$ cat src/rtl/core/ita_pkg.sv
package ita_pkg;

	localparam int MAX_DECIMAL_DIGITS = 20;
	localparam int VALUE_W = 64;
	localparam int BCD_W = 4 * MAX_DECIMAL_DIGITS;
	localparam int CNT_W = 7;

	localparam logic [1:0] KIND_SDEC = 2'd0;
	localparam logic [1:0] KIND_UDEC = 2'd1;
	localparam logic [1:0] KIND_HEX = 2'd2;
	localparam logic [1:0] KIND_HEX_ALT = 2'd3;

	localparam logic [1:0] WSEL_16 = 2'd0;
	localparam logic [1:0] WSEL_32 = 2'd1;
	localparam logic [1:0] WSEL_64 = 2'd2;

	localparam logic [7:0] CHAR_ZERO = 8'h30;
	localparam logic [7:0] CHAR_X = 8'h78;
	localparam logic [7:0] CHAR_MINUS = 8'h2D;

	typedef struct packed {
		logic                hex;
		logic [1:0]          wsel;
		logic                neg;
		logic [VALUE_W-1:0]  mag;
	} item_t;

	typedef struct packed {
		logic empty;
		logic full;
	} q_status_t;

	typedef enum logic [2:0] {
		ST_IDLE,
		ST_DABBLE,
		ST_PFX_ZERO,
		ST_PFX_X,
		ST_SIGN,
		ST_SKIP,
		ST_EMIT
	} back_state_t;

	function automatic logic [7:0] digit_char(input logic [3:0] d);
		logic [7:0] c;
		if (d < 4'd10) begin
			c = CHAR_ZERO + {4'b0, d};
		end else begin
			c = 8'h37 + {4'b0, d};
		end
		return c;
	endfunction

endpackage

$ cat src/rtl/core/ita_front.sv
module ita_front import ita_pkg::*; (
	input  logic                start,
	input  logic [1:0]          kind,
	input  logic [1:0]          width_sel,
	input  logic [VALUE_W-1:0]  value,
	input  q_status_t           q_status,
	output logic                push,
	output item_t               item
);

	logic [VALUE_W-1:0] mask;
	logic [VALUE_W-1:0] v;
	logic               sign_bit;
	logic [1:0]         wsel;

	always_comb begin
		case (width_sel)
			WSEL_16: begin
				wsel = WSEL_16;
				mask = {{(VALUE_W-16){1'b0}}, {16{1'b1}}};
			end
			WSEL_32: begin
				wsel = WSEL_32;
				mask = {{(VALUE_W-32){1'b0}}, {32{1'b1}}};
			end
			default: begin
				wsel = WSEL_64;
				mask = {VALUE_W{1'b1}};
			end
		endcase
		v = value & mask;
		case (wsel)
			WSEL_16: sign_bit = v[15];
			WSEL_32: sign_bit = v[31];
			default: sign_bit = v[VALUE_W-1];
		endcase
		item.hex = kind inside {KIND_HEX, KIND_HEX_ALT};
		item.wsel = wsel;
		item.neg = (kind == KIND_SDEC) && sign_bit;
		item.mag = item.neg ? (~(v | ~mask) + {{(VALUE_W-1){1'b0}}, 1'b1}) : v;
		push = start && !q_status.full;
	end

endmodule

$ cat src/rtl/core/ita_queue.sv
module ita_queue import ita_pkg::*; (
	input  logic      clk,
	input  logic      arst_n,
	input  logic      push,
	input  item_t     push_item,
	input  logic      pop,
	output item_t     head,
	output q_status_t status
);

	item_t      mem_q [2];
	logic       wr_ptr_q;
	logic       rd_ptr_q;
	logic [1:0] count_q;

	always_ff @(posedge clk or negedge arst_n) begin
		if (!arst_n) begin
			wr_ptr_q <= 1'b0;
			rd_ptr_q <= 1'b0;
			count_q <= 2'd0;
		end else begin
			if (push) begin
				wr_ptr_q <= ~wr_ptr_q;
			end
			if (pop) begin
				rd_ptr_q <= ~rd_ptr_q;
			end
			case ({push, pop})
				2'b10: count_q <= count_q + 2'd1;
				2'b01: count_q <= count_q - 2'd1;
				default: count_q <= count_q;
			endcase
		end
	end

	always_ff @(posedge clk) begin
		if (push) begin
			mem_q[wr_ptr_q] <= push_item;
		end
	end

	assign head = mem_q[rd_ptr_q];
	assign status.empty = (count_q == 2'd0);
	assign status.full = (count_q == 2'd2);

endmodule

$ cat src/rtl/core/ita_back.sv
module ita_back import ita_pkg::*; (
	input  logic      clk,
	input  logic      arst_n,
	input  item_t     head,
	input  q_status_t q_status,
	output logic      pop,
	output logic      valid,
	output logic [7:0] ascii_char,
	output logic      last
);

	back_state_t        state_q, state_d;
	logic [VALUE_W-1:0] sh_q, sh_d;
	logic [BCD_W-1:0]   bcd_q, bcd_d;
	logic               neg_q, neg_d;
	logic               hex_q, hex_d;
	logic [CNT_W-1:0]   cnt_q, cnt_d;
	logic               valid_q, valid_d;
	logic [7:0]         char_q, char_d;
	logic               last_q, last_d;
	logic [BCD_W-1:0]   bcd_adj;
	logic [3:0]         top;

	always_comb begin
		for (int i = 0; i < MAX_DECIMAL_DIGITS; i++) begin
			bcd_adj[4*i +: 4] = (bcd_q[4*i +: 4] >= 4'd5) ?
				bcd_q[4*i +: 4] + 4'd3 : bcd_q[4*i +: 4];
		end
	end

	assign top = hex_q ? sh_q[VALUE_W-1 -: 4] : bcd_q[BCD_W-1 -: 4];

	always_ff @(posedge clk or negedge arst_n) begin
		if (!arst_n) begin
			state_q <= ST_IDLE;
			valid_q <= 1'b0;
			cnt_q <= '0;
			neg_q <= 1'b0;
			hex_q <= 1'b0;
			sh_q <= '0;
		end else begin
			state_q <= state_d;
			valid_q <= valid_d;
			cnt_q <= cnt_d;
			neg_q <= neg_d;
			hex_q <= hex_d;
			sh_q <= sh_d;
		end
	end

	always_ff @(posedge clk) begin
		bcd_q <= bcd_d;
		char_q <= char_d;
		last_q <= last_d;
	end

	always_comb begin
		state_d = state_q;
		sh_d = sh_q;
		bcd_d = bcd_q;
		neg_d = neg_q;
		hex_d = hex_q;
		cnt_d = cnt_q;
		valid_d = 1'b0;
		char_d = char_q;
		last_d = 1'b0;
		pop = 1'b0;
		case (state_q)
			ST_IDLE: begin
				if (!q_status.empty) begin
					pop = 1'b1;
					hex_d = head.hex;
					neg_d = head.neg;
					if (head.hex) begin
						case (head.wsel)
							WSEL_16: begin
								sh_d = head.mag << (VALUE_W - 16);
								cnt_d = CNT_W'(16 / 4);
							end
							WSEL_32: begin
								sh_d = head.mag << (VALUE_W - 32);
								cnt_d = CNT_W'(32 / 4);
							end
							default: begin
								sh_d = head.mag;
								cnt_d = CNT_W'(VALUE_W / 4);
							end
						endcase
						state_d = ST_PFX_ZERO;
					end else begin
						sh_d = head.mag;
						bcd_d = '0;
						cnt_d = CNT_W'(VALUE_W);
						state_d = ST_DABBLE;
					end
				end
			end
			ST_DABBLE: begin
				bcd_d = {bcd_adj[BCD_W-2:0], sh_q[VALUE_W-1]};
				sh_d = {sh_q[VALUE_W-2:0], 1'b0};
				cnt_d = cnt_q - CNT_W'(1);
				if (cnt_q == CNT_W'(1)) begin
					cnt_d = CNT_W'(MAX_DECIMAL_DIGITS);
					state_d = neg_q ? ST_SIGN : ST_SKIP;
				end
			end
			ST_PFX_ZERO: begin
				valid_d = 1'b1;
				char_d = CHAR_ZERO;
				state_d = ST_PFX_X;
			end
			ST_PFX_X: begin
				valid_d = 1'b1;
				char_d = CHAR_X;
				state_d = ST_SKIP;
			end
			ST_SIGN: begin
				valid_d = 1'b1;
				char_d = CHAR_MINUS;
				state_d = ST_SKIP;
			end
			ST_SKIP: begin
				if (top == 4'd0 && cnt_q > CNT_W'(1)) begin
					sh_d = {sh_q[VALUE_W-5:0], 4'd0};
					bcd_d = {bcd_q[BCD_W-5:0], 4'd0};
					cnt_d = cnt_q - CNT_W'(1);
				end else begin
					state_d = ST_EMIT;
				end
			end
			ST_EMIT: begin
				valid_d = 1'b1;
				char_d = digit_char(top);
				last_d = (cnt_q == CNT_W'(1));
				sh_d = {sh_q[VALUE_W-5:0], 4'd0};
				bcd_d = {bcd_q[BCD_W-5:0], 4'd0};
				cnt_d = cnt_q - CNT_W'(1);
				if (cnt_q == CNT_W'(1)) begin
					state_d = ST_IDLE;
				end
			end
			default: begin
				state_d = ST_IDLE;
			end
		endcase
	end

	assign valid = valid_q;
	assign ascii_char = char_q;
	assign last = last_q;

endmodule

$ cat src/rtl/core/integer_to_ascii_formatter.sv
// Hex output starts with a 0x prefix; decimal runs 64 double-dabble steps, then a minus sign
// if negative. Digits follow with leading zeros skipped, in a scan of all 20 decimal digits.
// A two-entry request queue lets start be taken while a conversion runs, unless busy shows
// the queue full.
// Reset: arst_n clears the queue and sequencer; valid is low out of reset.
// The receiver cannot stall: each character is shown for one cycle with valid.
module integer_to_ascii_formatter import ita_pkg::*; (
	input  logic               clk,
	input  logic               arst_n,
	input  logic               start,
	output logic               busy,
	input  logic [1:0]         kind,
	input  logic [1:0]         width_sel,
	input  logic [VALUE_W-1:0] value,
	output logic               valid,
	output logic [7:0]         ascii_char,
	output logic               last
);

	q_status_t q_status;
	item_t     push_item;
	item_t     head;
	logic      push;
	logic      pop;

	ita_front u_front (
		.start     (start),
		.kind      (kind),
		.width_sel (width_sel),
		.value     (value),
		.q_status  (q_status),
		.push      (push),
		.item      (push_item)
	);

	ita_queue u_queue (
		.clk       (clk),
		.arst_n    (arst_n),
		.push      (push),
		.push_item (push_item),
		.pop       (pop),
		.head      (head),
		.status    (q_status)
	);

	ita_back u_back (
		.clk        (clk),
		.arst_n     (arst_n),
		.head       (head),
		.q_status   (q_status),
		.pop        (pop),
		.valid      (valid),
		.ascii_char (ascii_char),
		.last       (last)
	);

	assign busy = q_status.full;

endmodule

$ cat config.mk
export PLATFORM = sky130hd
export DESIGN_NAME = integer_to_ascii_formatter
export DESIGN_NICKNAME = d
export VERILOG_FILES = /design/src/rtl/core/ita_pkg.sv /design/src/rtl/core/ita_front.sv /design/src/rtl/core/ita_queue.sv /design/src/rtl/core/ita_back.sv /design/src/rtl/core/integer_to_ascii_formatter.sv
export SDC_FILE = /design/constraint.sdc
export NUM_CORES = 1
export LEC_CHECK = 0
export ABC_AREA = 1
export BUFFER_PORTS_ARGS = -buffer_cell sky130_fd_sc_hd__buf_2
export CORE_ASPECT_RATIO = 1.1
export CORE_MARGIN = 2
export CORE_UTILIZATION = 46
export CTS_BUF_LIST = sky130_fd_sc_hd__clkbuf_2 sky130_fd_sc_hd__clkbuf_4 sky130_fd_sc_hd__clkbuf_8
export DETAILED_ROUTE_END_ITERATION = 10
export PLACE_DENSITY = 0.74
export SKIP_CTS_REPAIR_TIMING = 1
export SLEW_MARGIN = 5
export SYNTH_ARGS = -nofsm -noshare
export SYNTH_HDL_FRONTEND = slang
export SYNTH_SLANG_ARGS = --single-unit
export TNS_END_PERCENT = 50
$ cat constraint.sdc
create_clock -name clk -period 15.6 [get_ports clk]
set_input_delay 2.34 -clock clk [delete_from_list [all_inputs] [get_ports clk]]
set_output_delay 2.34 -clock clk [all_outputs]
set_load 0.02 [all_outputs]
==> results of run 1 <==
cell type report:
| cell class | instances | area [µm²] | share of cell area [%] |
|---|---|---|---|
| well taps | 500 | 626 | 3.17 |
| diodes | 1 | 2.50 | 0.0127 |
| repair buffers | 94 | 508 | 2.58 |
| inverters | 214 | 807 | 4.09 |
| clock inverters | 23 | 214 | 1.09 |
| multi-input cells | 1558 | 7870 | 39.9 |
| clock buffers | 77 | 941 | 4.77 |
| flip-flops and latches | 305 | 8740 | 44.4 |
cell usage in the layout (no fill, tap or decap), drive strengths merged:
| cell | netlist | final |
|---|---|---|
| nand2 | 668 | 668 |
| o21ai | 225 | 225 |
| edfxtp | 223 | 223 |
| inv | 214 | 215 |
| nor2 | 185 | 185 |
| nand3 | 140 | 140 |
| buf | 57 | 94 |
| dfrtp | 81 | 81 |
| clkbuf | 29 | 77 |
| a22oi | 53 | 53 |
| ha | 45 | 45 |
| a21oi | 40 | 40 |
| xor2 | 35 | 35 |
| o22ai | 32 | 32 |
| nand4 | 30 | 30 |
| or2 | 24 | 24 |
| clkinv | 0 | 18 |
| o32ai | 17 | 17 |
| nor3 | 14 | 14 |
| mux2i | 13 | 13 |
| o211ai | 12 | 12 |
| xnor2 | 8 | 8 |
| bufinv | 0 | 4 |
| a31oi | 3 | 3 |
| nand3b | 2 | 2 |
| o21a | 2 | 2 |
| a21boi | 2 | 2 |
| a22o | 2 | 2 |
| diode | 0 | 1 |
| and2 | 1 | 1 |
| nor3b | 1 | 1 |
| o31ai | 1 | 1 |
| a32o | 1 | 1 |
| nor4 | 1 | 1 |
| conb | 1 | 1 |
| dfxtp | 1 | 1 |
Yosys cell counts, types with 6 or more instances:
cell type and number:
nand2_1 661, edfxtp_1 223, inv_1 204, o21ai_0 182
nor2_1 172, nand3_1 137, dfrtp_1 81, a22oi_1 53
ha_1 45, a21oi_1 40, buf_2 38, o21ai_1 36
xor2_1 35, o22ai_1 32, nand4_1 30, clkbuf_1 29
or2_2 24, o32ai_1 17, mux2i_1 13, o211ai_1 12
inv_2 9, nor3_1 9, buf_1 8, nor2_2 8
xnor2_1 8, o21ai_2 7, buf_4 6
cells by family (layout without fill, tap and decap cells):
| kind of cell | count (synthesis) | in the layout | share of synthesized area [%] |
|---|---|---|---|
| adders and majority gates | 45 | 45 | 3.16 |
| AOI/OAI and AO/OA | 390 | 390 | 12.8 |
| xor gates and xnor gates | 43 | 43 | 2.11 |
| and+or+nand+nor | 1066 | 1066 | 25.2 |
| buffers and inverters | 300 | 408 | 6.94 |
| DFF | 305 | 305 | 49.1 |
| muxes | 13 | 13 | 0.730 |
| other | 1 | 2 | 0.0210 |
path summary, 6_finish.rpt:
| path | depth (start not counted) | slack, ns | from | end |
|---|---|---|---|---|
| min | 2 | 0.51 | u_back.sh_q[9] | u_back.sh_q[9] |
| min in group asynchronous | 1 | 1.65 | arst_n | u_back.sh_q[2] |
| max | 9 | 10.33 | width_sel[1] | u_queue.mem_q[0][16] |
| max reg2reg | 12 | 11.88 | u_queue.rd_ptr_q | u_back.sh_q[40] |
| max in group asynchronous | 2 | 12.93 | arst_n | u_back.sh_q[48] |
| min reg2reg | 2 | 0.51 | u_back.sh_q[9] | u_back.sh_q[9] |
state kept, by name, summed over array words and instances (netlist names), 2 cells and up:
| name | cells |
|---|---|
| u_queue.count_q | 2 |
| u_back.ascii_char | 7 |
| u_back.cnt_q | 7 |
| u_back.state_q | 3 |
| u_back.sh_q | 64 |
| u_back.bcd_q | 80 |
| u_queue.mem_q | 136 |
routing by layer:
metal,vias up,track usage (%),wire [µm]
met1,7101,31.4,20500
li1,7400,-,-
met3,141,4.25,2760
met4,0,11.1,2250
met5,-,0,0
met2,569,38.6,21700
power groups by stage:
stage | Combinational [W] | Sequential [W] | Clock (W)
after floorplan | 0.00141 | 0.00148 | 0
after global placement | 0.00181 | 0.00151 | 0
after detailed placement | 0.00187 | 0.00152 | 0
after CTS | 0.00188 | 0.00150 | 0.000813
after global routing | 0.00214 | 0.00154 | 0.000849
final | 0.00188 | 0.00151 | 0.000799
worst register-to-register path, delay by kind of cell, from the launching register on:
family / cells / cell delay, ns
AOI/OAI and AO/OA: 2 / 0.22
DFF: 1 / 0.83
and+or+nand+nor: 6 / 1.38
buffers and inverters: 4 / 1.11
through the flow:
step                worst slack (ns)  util, %  cell area [µm²]
detailed placement              9.70     48.6            18600
global route                   10.10     51.6            19700
finish                         10.33     51.6            19700
global placement                9.83     48.6            18600
floorplan                       9.72        -            17800
CTS                            10.41     51.6            19700
==> metrics.txt, run 1 <==
status=finished clean; core footprint=38,200 µm²; Switching Fraction=44.7%; # IOs=82; Layout fillers=3,501; Tmin final=5.27 ns; crit path max fanout=31; net switching power=0.00187 W; pwr dens=213 nW/µm²; initial core utilization=46.7%; crit path cell chain=buf_2, inv_2, nand2_2, o21ai_2, nand2_2, inv_2, nand2_2, nand3_1, o21ai_0; final hold vios=0; Worst-path clk slew=0.06 ns; Clock Power Share=19.1%; Slew Viols, Final=0; synth unique cells=49; Setup Viol. Count Final=0; wire per inst=17.0 µm; max-cap viol count=0; fmax=190 MHz; global-route wire length before repair=76,700 µm; CTS root buf=clkbuf_8; CTS Buf Count=53; Most used DFF post-synth=edfxtp_1; largest area contributor in the netlist=edfxtp_1; register area share after synthesis=49.1%; Comb pwr share=44.9%; P_int=0.00232 W; Worst Setup End Kind=register; worst-skew pair later-pin latency=0.65 ns; vias in the first global route=14,800; sequential share of power=36.0%; syn nets=2,279; synthesized instance count=2,163; post-synthesis cell area=17,800 µm²; die extent in y=210 µm; grt ovf=0; largest net degree at the start of global routing=85; Top cell by count, worst path=nand2_2; Req. time, crit path=15.96 ns; total wire length=47,200 µm; Tot GR Track Use=24.0%; clk buf depth=3; Final Cycle Share=33.8%; Power, Total=0.00419 W; unrepaired setup endpoints after global routing=false; Clock Skews=0.0472 ns; setup TNS=0 ns; Die ar.=40,300 µm²; asr flop ratio synth=26.6%; critical path class=in2reg; fin nets=2,342; Via density=5.49; clock tree sinks=305; antenna-violating nets left=0; Non-Filler Instances=2,772; max incr delay on CP=0.68 ns; H-tree levels=2; Synth area leaders=edfxtp_1 38%, nand2_1 14%, dfrtp_1 11%; Worst Tran Pin Value=1.03 ns; CTS tree=done; startpoint types=input pin; Die X-Extent=192 µm; drt first-iter violations=1,411; initial antenna violation count=0; RePlAce Congestion=0.970; Buf/Inv on CP=3; Inst Count DP=2,671; hold crit path type=reg2reg; Synth Register Bits=305; DRC errors left=0; warnings from Yosys=0; LEAKAGE=8.71 nW; Worst slew margin=30.8%; Layout area overhead=10.6%; worst-path cell with the longest stage delay=o21ai_2; hold slack=0.507 ns; number of synthesized flops with an enable pin=223; VDD IR max=0.167 mV; post-synth top area share=37.6%; drt first pass iters=5; layout cells sized above 1=11.4%; number of port buffers=80; Mean Syn Cell Area=8.24 µm²; Row Count=75; vias=15,200; critical path's top delay family=simple AND/OR/NAND/NOR gates; DP Wirelength=33,100 µm; WP data arrival=5.63 ns
Note: power is estimated with default switching activity, not from simulation.
==> run 2: changes to the inputs <==
--- a/config.mk
+++ b/config.mk
@@ -12,7 +12,7 @@
 export CORE_UTILIZATION = 46
 export CTS_BUF_LIST = sky130_fd_sc_hd__clkbuf_2 sky130_fd_sc_hd__clkbuf_4 sky130_fd_sc_hd__clkbuf_8
 export DETAILED_ROUTE_END_ITERATION = 10
-export PLACE_DENSITY = 0.74
+export PLACE_DENSITY = 0.76
 export SKIP_CTS_REPAIR_TIMING = 1
 export SLEW_MARGIN = 5
 export SYNTH_ARGS = -nofsm -noshare
==> constraint.sdc (replaced) <==
create_clock -name clk -period 4.81 [get_ports clk]
set_input_delay 0.7215 -clock clk [delete_from_list [all_inputs] [get_ports clk]]
set_output_delay 0.7215 -clock clk [all_outputs]
set_load 0.02 [all_outputs]
==> run 2 against run 1 <==
Sequential power increased to 3.2 times the previous value. Combinational power grew to 3.3 times the previous value. First-iteration DRC count is 14% higher. Die area unchanged. Final area fell by 0.13%. Critical endpoint is now u_back.cnt_q[5]. Largest cell class unchanged. Count of clock-buffer cells in the layout is 2 lower. Via count up 1.3%. Clock skew is 0.027 ns lower. Register-to-register slack worse by 10 ns. Setup slack worse by 8.9 ns. Power rose to 3.2 times the previous value. Sequential cell count unchanged.
==> metrics.txt, run 2 (synthesis results as in run 1) <==
status=finished clean (unchanged); commonest cells after routing, fill and taps aside=660 x nand2_1, 223 x edfxtp_1, 203 x inv_1, 182 x o21ai_0, 169 x nor2_1 (unchanged); Row Count=75 (unchanged); hold slack=0.246 ns (was 0.507 ns); Slew Viols, Final=0 (unchanged); core footprint=38,200 µm² (unchanged); max-cap viol count=0 (unchanged); DRC errors left=0 (unchanged); VDD IR max=0.574 mV (was 0.167 mV); Die ar.=40,300 µm² (unchanged); Worst Tran Pin Value=1.12 ns (was 1.03 ns); largest net degree at the start of global routing=82 (was 85); CTS Buf Count=53 (unchanged); Tmin final=3.42 ns; drt first-iter violations=1,612 (was 1,411); Die X-Extent=192 µm (unchanged); final hold vios=0 (unchanged); Worst slew margin=24.4% (was 30.8%); Layout area overhead=10.5% (was 10.6%); clk buf depth=3 (unchanged); Req. time, crit path=5.38 ns (was 15.96 ns); vias=15,400 (was 15,200); Clock Power Share=18.2% (was 19.1%); FF+latch area=8740 µm² (unchanged); die extent in y=210 µm (unchanged); grt ovf=0 (unchanged); pwr dens=688 nW/µm² (was 213 nW/µm²); Tot GR Track Use=23.9% (was 24.0%); fin nets=2,346 (was 2,342); # IOs=82 (unchanged); Final Util=51.5% (was 51.6%); DP Wirelength=34,100 µm (was 33,100 µm); Worst-path clk slew=0.06 ns (about the same); drt first pass iters=6 (was 5); hold crit path type=in2async (was reg2reg); LEAKAGE=8.69 nW (was 8.71 nW); setup TNS=0 ns (unchanged); Worst Setup End Kind=register (unchanged); Layout fillers=3,500 (was 3,501); largest reg by FF count=u_queue.mem_q (unchanged); RePlAce Congestion=0.985 (was 0.970); PnR worst setup slack=1.39 ns (was 10.33 ns); crit path max fanout=60 (was 31); Largest regs=u_queue.mem_q (136), u_back.bcd_q (80), u_back.sh_q (64) (unchanged); Via density=5.56 (was 5.49); vias in the first global route=14,900 (was 14,800); n_diodes=0 (was 1); critical path class=reg2reg (was in2reg); commonest non-fill, non-tap cell in the layout=nand2_1 (unchanged); dpl ws=1.04 ns (was 9.70 ns); layout cells sized above 1=11.5% (was 11.4%); total wire length=48,300 µm (was 47,200 µm); H-tree levels=2 (unchanged); global-route wire length before repair=76,600 µm (was 76,700 µm); Final Cycle Share=71.2%; Power, Total=0.0135 W (was 0.00419 W); clock tree sinks=305 (unchanged); antenna-violating nets left=0 (unchanged); net switching power=0.00611 W (was 0.00187 W); Clock Skews=0.0201 ns (was 0.0472 ns); worst-skew pair later-pin latency=0.65 ns (about the same); Switching Fraction=45.1% (was 44.7%); wire per inst=17.4 µm (was 17.0 µm); CTS root buf=clkbuf_8 (unchanged); initial antenna violation count=0 (unchanged); fmax=292 MHz; sequential share of power=35.9% (was 36.0%); unrepaired setup endpoints after global routing=false (unchanged); Setup Viol. Count Final=0 (unchanged); WP data arrival=3.99 ns (was 5.63 ns); number of port buffers=80 (unchanged); initial core utilization=46.7% (unchanged); startpoint types=register (was input pin); max reg flops=136 (unchanged); P_int=0.00744 W (was 0.00232 W); Comb pwr share=45.8% (was 44.9%); multi-input logic area=7870 µm² (unchanged); CTS tree=done (unchanged)
[run 2: cell types whose count changed in the layout (fill, tap and decap cells not counted), sizes merged]
cell,delta
buf,+4
bufinv,-1
clkbuf,-2
clkinv,-1
clkinvlp,+1
diode,-1
[run 2: stage by stage]
stage | area [µm²] | instances
floorplan | 17800 | 2163
global placement | 18600 | 2675
detailed placement | 18600 | 2675
CTS | 19700 | 2772
global route | 19700 | 2772
finish | 19700 | 2772
[run 2: layout make-up]
cell class	instances	share of cell area (%)
flip-flops and latches	305	44.4
multi-input cells	1558	40.0
clock buffers	75	4.58
inverters	214	4.10
well taps	500	3.18
repair buffers	98	2.80
clock inverters	22	0.960
[run 2: worst max-delay path, cell delays in order (launching register included)]
cell,delay [ns]
dfrtp_1,0.43
inv_1,0.09
o21ai_0,0.30
ha_1,0.23
inv_1,0.04
nor2_1,0.17
nand2_1,0.08
nor2_1,0.14
nand2_1,0.06
nand2_1,0.07
nand2_2,0.42
inv_2,0.95
o21ai_0,0.23
nand2_1,0.11
[run 2: worst paths after layout]
| check | slack (ns) | cells after the start | endpoint | start |
|---|---|---|---|---|
| max in group asynchronous | 3.84 | 1 | u_back.sh_q[57] | arst_n |
| setup reg to reg | 1.39 | 13 | u_back.cnt_q[5] | u_back.hex_q |
| setup / recovery | 1.39 | 13 | u_back.cnt_q[5] | u_back.hex_q |
| min in group clk | 0.32 | 1 | u_queue.mem_q[1][0] | value[0] |
| hold / removal | 0.25 | 1 | u_back.sh_q[10] | arst_n |
| hold reg to reg | 0.50 | 1 | u_back.neg_q | u_back.neg_q |
[run 2: routing by layer]
metal / part of all wire [%] / wire [µm] / vias up / global-route usage (%)
met4: 4.4 / 2140 / 0 / 11.4
met5: 0 / 0 / - / 0
met2: 46 / 22400 / 636 / 38.9
met1: 41 / 19900 / 7213 / 30.5
met3: 7.9 / 3820 / 139 / 5.04
li1: - / - / 7424 / -
[run 2: power by group through the flow]
stage               Clock [W]  Sequential, W  Combinational, W
floorplan                   0        0.00477           0.00457
global placement            0        0.00485           0.00591
detailed placement          0        0.00489           0.00613
CTS                   0.00251        0.00485           0.00616
global route          0.00262        0.00496           0.00699
finish                0.00247        0.00487           0.00621
==> run 3: changes to the inputs <==
--- a/config.mk
+++ b/config.mk
@@ -5,7 +5,7 @@
 export SDC_FILE = /design/constraint.sdc
 export NUM_CORES = 1
 export LEC_CHECK = 0
-export ABC_AREA = 1
+export ABC_AREA = 0
 export BUFFER_PORTS_ARGS = -buffer_cell sky130_fd_sc_hd__buf_2
 export CORE_ASPECT_RATIO = 1.1
 export CORE_MARGIN = 2
==> constraint.sdc (replaced) <==
create_clock -name clk -period 2.9 [get_ports clk]
set_input_delay 0.435 -clock clk [delete_from_list [all_inputs] [get_ports clk]]
set_output_delay 0.435 -clock clk [all_outputs]
set_load 0.02 [all_outputs]
==> run 3 against run 2 <==
Setup slack worse by 1.1 ns. Clock skew rose by 0.011 ns. Register-to-register slack got worse by 1.1 ns. Largest power group unchanged. Sequential cell count is the same. Global-route usage down 1.8 points. Synthesized cell count is 24% lower. Via count is 13% lower. Utilization is 1.5 points higher. Non-clock buffer count up 43. Sequential share of layout area rose by 1.2 points. Count of clock-buffer cells in the layout down 13. Critical path type unchanged.
==> metrics.txt, run 3 <==
Layout area overhead=13.8% (was 10.5%); Non-Filler Instances=2,283 (was 2,772); clock tree sinks=305 (unchanged); number of port buffers=80 (unchanged); LEAKAGE=7.15 nW (was 8.69 nW); Req. time, crit path=3.13 ns (was 5.38 ns); Largest regs=u_queue.mem_q (136), u_back.bcd_q (80), u_back.sh_q (64) (unchanged); number of synthesized flops with an enable pin=223 (unchanged); Worst-path clk slew=0.07 ns (was 0.06 ns); CTS Buf Count=49 (was 53); drt first-iter violations=1,230 (was 1,612); critical path class=reg2reg (unchanged); core footprint=36,200 µm² (was 38,200 µm²); Row Count=73 (was 75); Inst Count DP=2,190 (was 2,675); Mean Syn Cell Area=10.2 µm² (was 8.24 µm²); fin nets=1,871 (was 2,346); Worst Tran Pin Value=0.701 ns (was 1.12 ns); vias=13,400 (was 15,400); initial core utilization=46.6% (was 46.7%); reg2reg end=u_back.bcd_q[13] (was u_back.cnt_q[5]); Clock Skews=0.0308 ns (was 0.0201 ns); GR Layer Usage met2=36.4% (was 38.9%); Hold Path End=u_queue.mem_q[1][67]; antenna-violating nets left=0 (unchanged); hold path depth=1; commonest non-fill, non-tap cell in the layout=edfxtp_1 (was nand2_1); Commonest cells post-synth=223 x edfxtp_1, 192 x nor2_1, 148 x nand2_1, 132 x o21ai_0, 126 x a21oi_1 (was 661 x nand2_1, 223 x edfxtp_1, 204 x inv_1, 182 x o21ai_0, 172 x nor2_1); Worst Setup End Kind=register (unchanged); CTS tree=done (unchanged); CTS root buf=clkbuf_8 (unchanged); layout cells sized above 1=14.8% (was 11.5%); largest reg by FF count=u_queue.mem_q (unchanged); fmax=384 MHz (was 292 MHz); status=finished clean (unchanged); Tmin final=2.60 ns (was 3.42 ns); clk buf depth=3 (unchanged); RePlAce Congestion=0.984 (was 0.985); Final Cycle Share=89.7% (was 71.2%); PnR worst setup slack=0.298 ns (was 1.39 ns); die extent in y=205 µm (was 210 µm); post-synth top area share=39.7% (was 37.6%); max reg flops=136 (unchanged); global-route wire length before repair=68,200 µm (was 76,600 µm); largest net degree at the start of global routing=69 (was 82); synth unique cells=70 (was 49); VDD IR max=0.807 mV (was 0.574 mV); crit path cell chain=mux2i_4, ha_2, o2111ai_2, o221a_2, a21oi_4, buf_4 (was inv_1, o21ai_0, ha_1, inv_1, nor2_1, nand2_1, nor2_1, nand2_1, nand2_1, nand2_2, inv_2, o21ai_0, nand2_1); Setup Viol. Count Final=0 (unchanged); warnings from Yosys=0 (unchanged); asr flop ratio synth=26.6% (unchanged); worst-path cell with the longest stage delay=dfrtp_1 (was inv_2); met1 usage=28.4% (was 30.5%); Buf/Inv on CP=1 (was 3); HP Start=kind[1]; Synth area leaders=edfxtp_1 40%, dfrtp_1 12%, nor2_1 4.3% (was edfxtp_1 38%, nand2_1 14%, dfrtp_1 11%); commonest cells after routing, fill and taps aside=223 x edfxtp_1, 190 x nor2_1, 148 x nand2_1, 132 x o21ai_0, 125 x a21oi_1 (was 660 x nand2_1, 223 x edfxtp_1, 203 x inv_1, 182 x o21ai_0, 169 x nor2_1); # IOs=82 (unchanged); drt first pass iters=6 (unchanged); crit path max fanout=30 (was 60); Worst slew margin=51.9% (was 24.4%); DRC errors left=0 (unchanged); worst-skew pair later-pin latency=0.59 ns (was 0.65 ns); startpoint types=register (unchanged); reg2reg start=u_back.hex_q (unchanged); max-cap viol count=0 (unchanged); vias in the first global route=13,000 (was 14,900); total wire length=42,400 µm (was 48,300 µm); count leader, synth=edfxtp_1 (was nand2_1); FF-to-FF setup slack=0.30 ns (was 1.39 ns); Worst R2R Path Depth=6 (was 13); pwr dens=1170 nW/µm² (was 688 nW/µm²); grt ovf=0 (unchanged); dpl ws=0.177 ns (was 1.04 ns); initial antenna violation count=0 (unchanged); hold crit path type=in2reg (was in2async); wire per inst=18.6 µm (was 17.4 µm); synthesized instance count=1,654 (was 2,163); final hold vios=0 (unchanged); GR Layer Usage met3=3.60% (was 5.04%); GR peak layer=met2 (unchanged); post-synthesis cell area=16,900 µm² (was 17,800 µm²); max incr delay on CP=0.53 ns (was 0.95 ns); H-tree levels=2 (unchanged); Tot GR Track Use=22.1% (was 23.9%); register area share after synthesis=51.9% (was 49.1%); largest area contributor in the netlist=edfxtp_1 (unchanged); Die ar.=38,200 µm² (was 40,300 µm²); DP Wirelength=30,000 µm (was 34,100 µm); syn nets=1,770 (was 2,279); Synth Register Bits=305 (unchanged); critical path's top delay family=compound AO/OA/AOI/OAI gates (was buffers and inverters); Slew Viols, Final=0 (unchanged); unrepaired setup endpoints after global routing=false (unchanged); Via density=5.86 (was 5.56); WP data arrival=2.83 ns (was 3.99 ns); Most used DFF post-synth=edfxtp_1 (unchanged); Die X-Extent=187 µm (was 192 µm)
-- run 3: cell count changes in the layout (fill, tap and decap cells not counted), sizes merged, moves of 42 or more --
cell,previous run,this run
nand2,668,148
o21ai,225,133
a21oi,40,126
buf,98,140
inv,215,57
nand3,140,14
mux2i,13,63
-- run 3: cell type report --
| type | count | area [µm²] |
|---|---|---|
| Antenna cell | 1 | 2.50 |
| Inverter | 55 | 206 |
| Fill cell | 3245 | 17000 |
| Clock inverter | 29 | 233 |
| Multi-Input combinational cell | 1203 | 7640 |
| Sequential cell | 305 | 8750 |
| Tap cell | 487 | 609 |
| Clock buffer | 62 | 778 |
| Timing Repair Buffer | 141 | 963 |
-- run 3: per-layer routing --
metal / vias up / part of all wire [%] / wire, µm
li1: 6310 / - / -
met1: 6366 / 42 / 17800
met2: 590 / 46 / 19500
met3: 112 / 6.9 / 2930
met4: 0 / 5.2 / 2190
met5: - / 0 / 0
-- run 3: worst max-delay path by stage --
stage | from | endpoint | slack (ns) | cells after the start
after floorplan | u_back.hex_q | u_back.bcd_q[0] | -0.42 | 7
after global placement | value[55] | u_queue.mem_q[1][62] | 0.19 | 6
after detailed placement | value[55] | u_queue.mem_q[1][62] | 0.18 | 6
after CTS | u_back.hex_q | u_back.bcd_q[9] | 0.26 | 6
after global routing | u_back.hex_q | u_back.bcd_q[13] | 0.13 | 6
final | u_back.hex_q | u_back.bcd_q[13] | 0.30 | 6
-- run 3: cell families after synthesis --
kind of cell    Yosys count  synth area share [%]
compound gates          445                  16.3
xor+xnor                 80                  4.16
fa+ha+maj                45                  3.34
buf+inv                 146                  3.33
flops                   305                  51.9
mux                      84                  5.14
other cells               1                0.0222
simple gates            548                  15.8
-- run 3: through the flow --
| step | setup TNS (ns) | util (%) | power, W | area (µm²) | hold slack [ns] |
|---|---|---|---|---|---|
| floorplan | -40.17 | - | 0.0156 | 16900 | 0.139 |
| global placement | 0 | 50.2 | 0.0181 | 18200 | 0.458 |
| detailed placement | 0 | 50.2 | 0.0186 | 18200 | 0.460 |
| CTS | 0 | 53.0 | 0.0225 | 19200 | -0.192 |
| global route | 0 | 53.0 | 0.0241 | 19200 | 0.106 |
| finish | 0 | 53.0 | 0.0224 | 19200 | 0.122 |
-- run 3: worst reg2reg max path: stages, from the launching register on --
cell	delay, ns
dfrtp_1	0.53
mux2i_4	0.34
ha_2	0.26
o2111ai_2	0.18
o221a_2	0.37
a21oi_4	0.16
buf_4	0.38
-- run 3: power breakdown --
part	switching, W	internal [W]
logic	0.00617	0.00387
clock network	0.00172	0.00213
registers	0.00148	0.00708
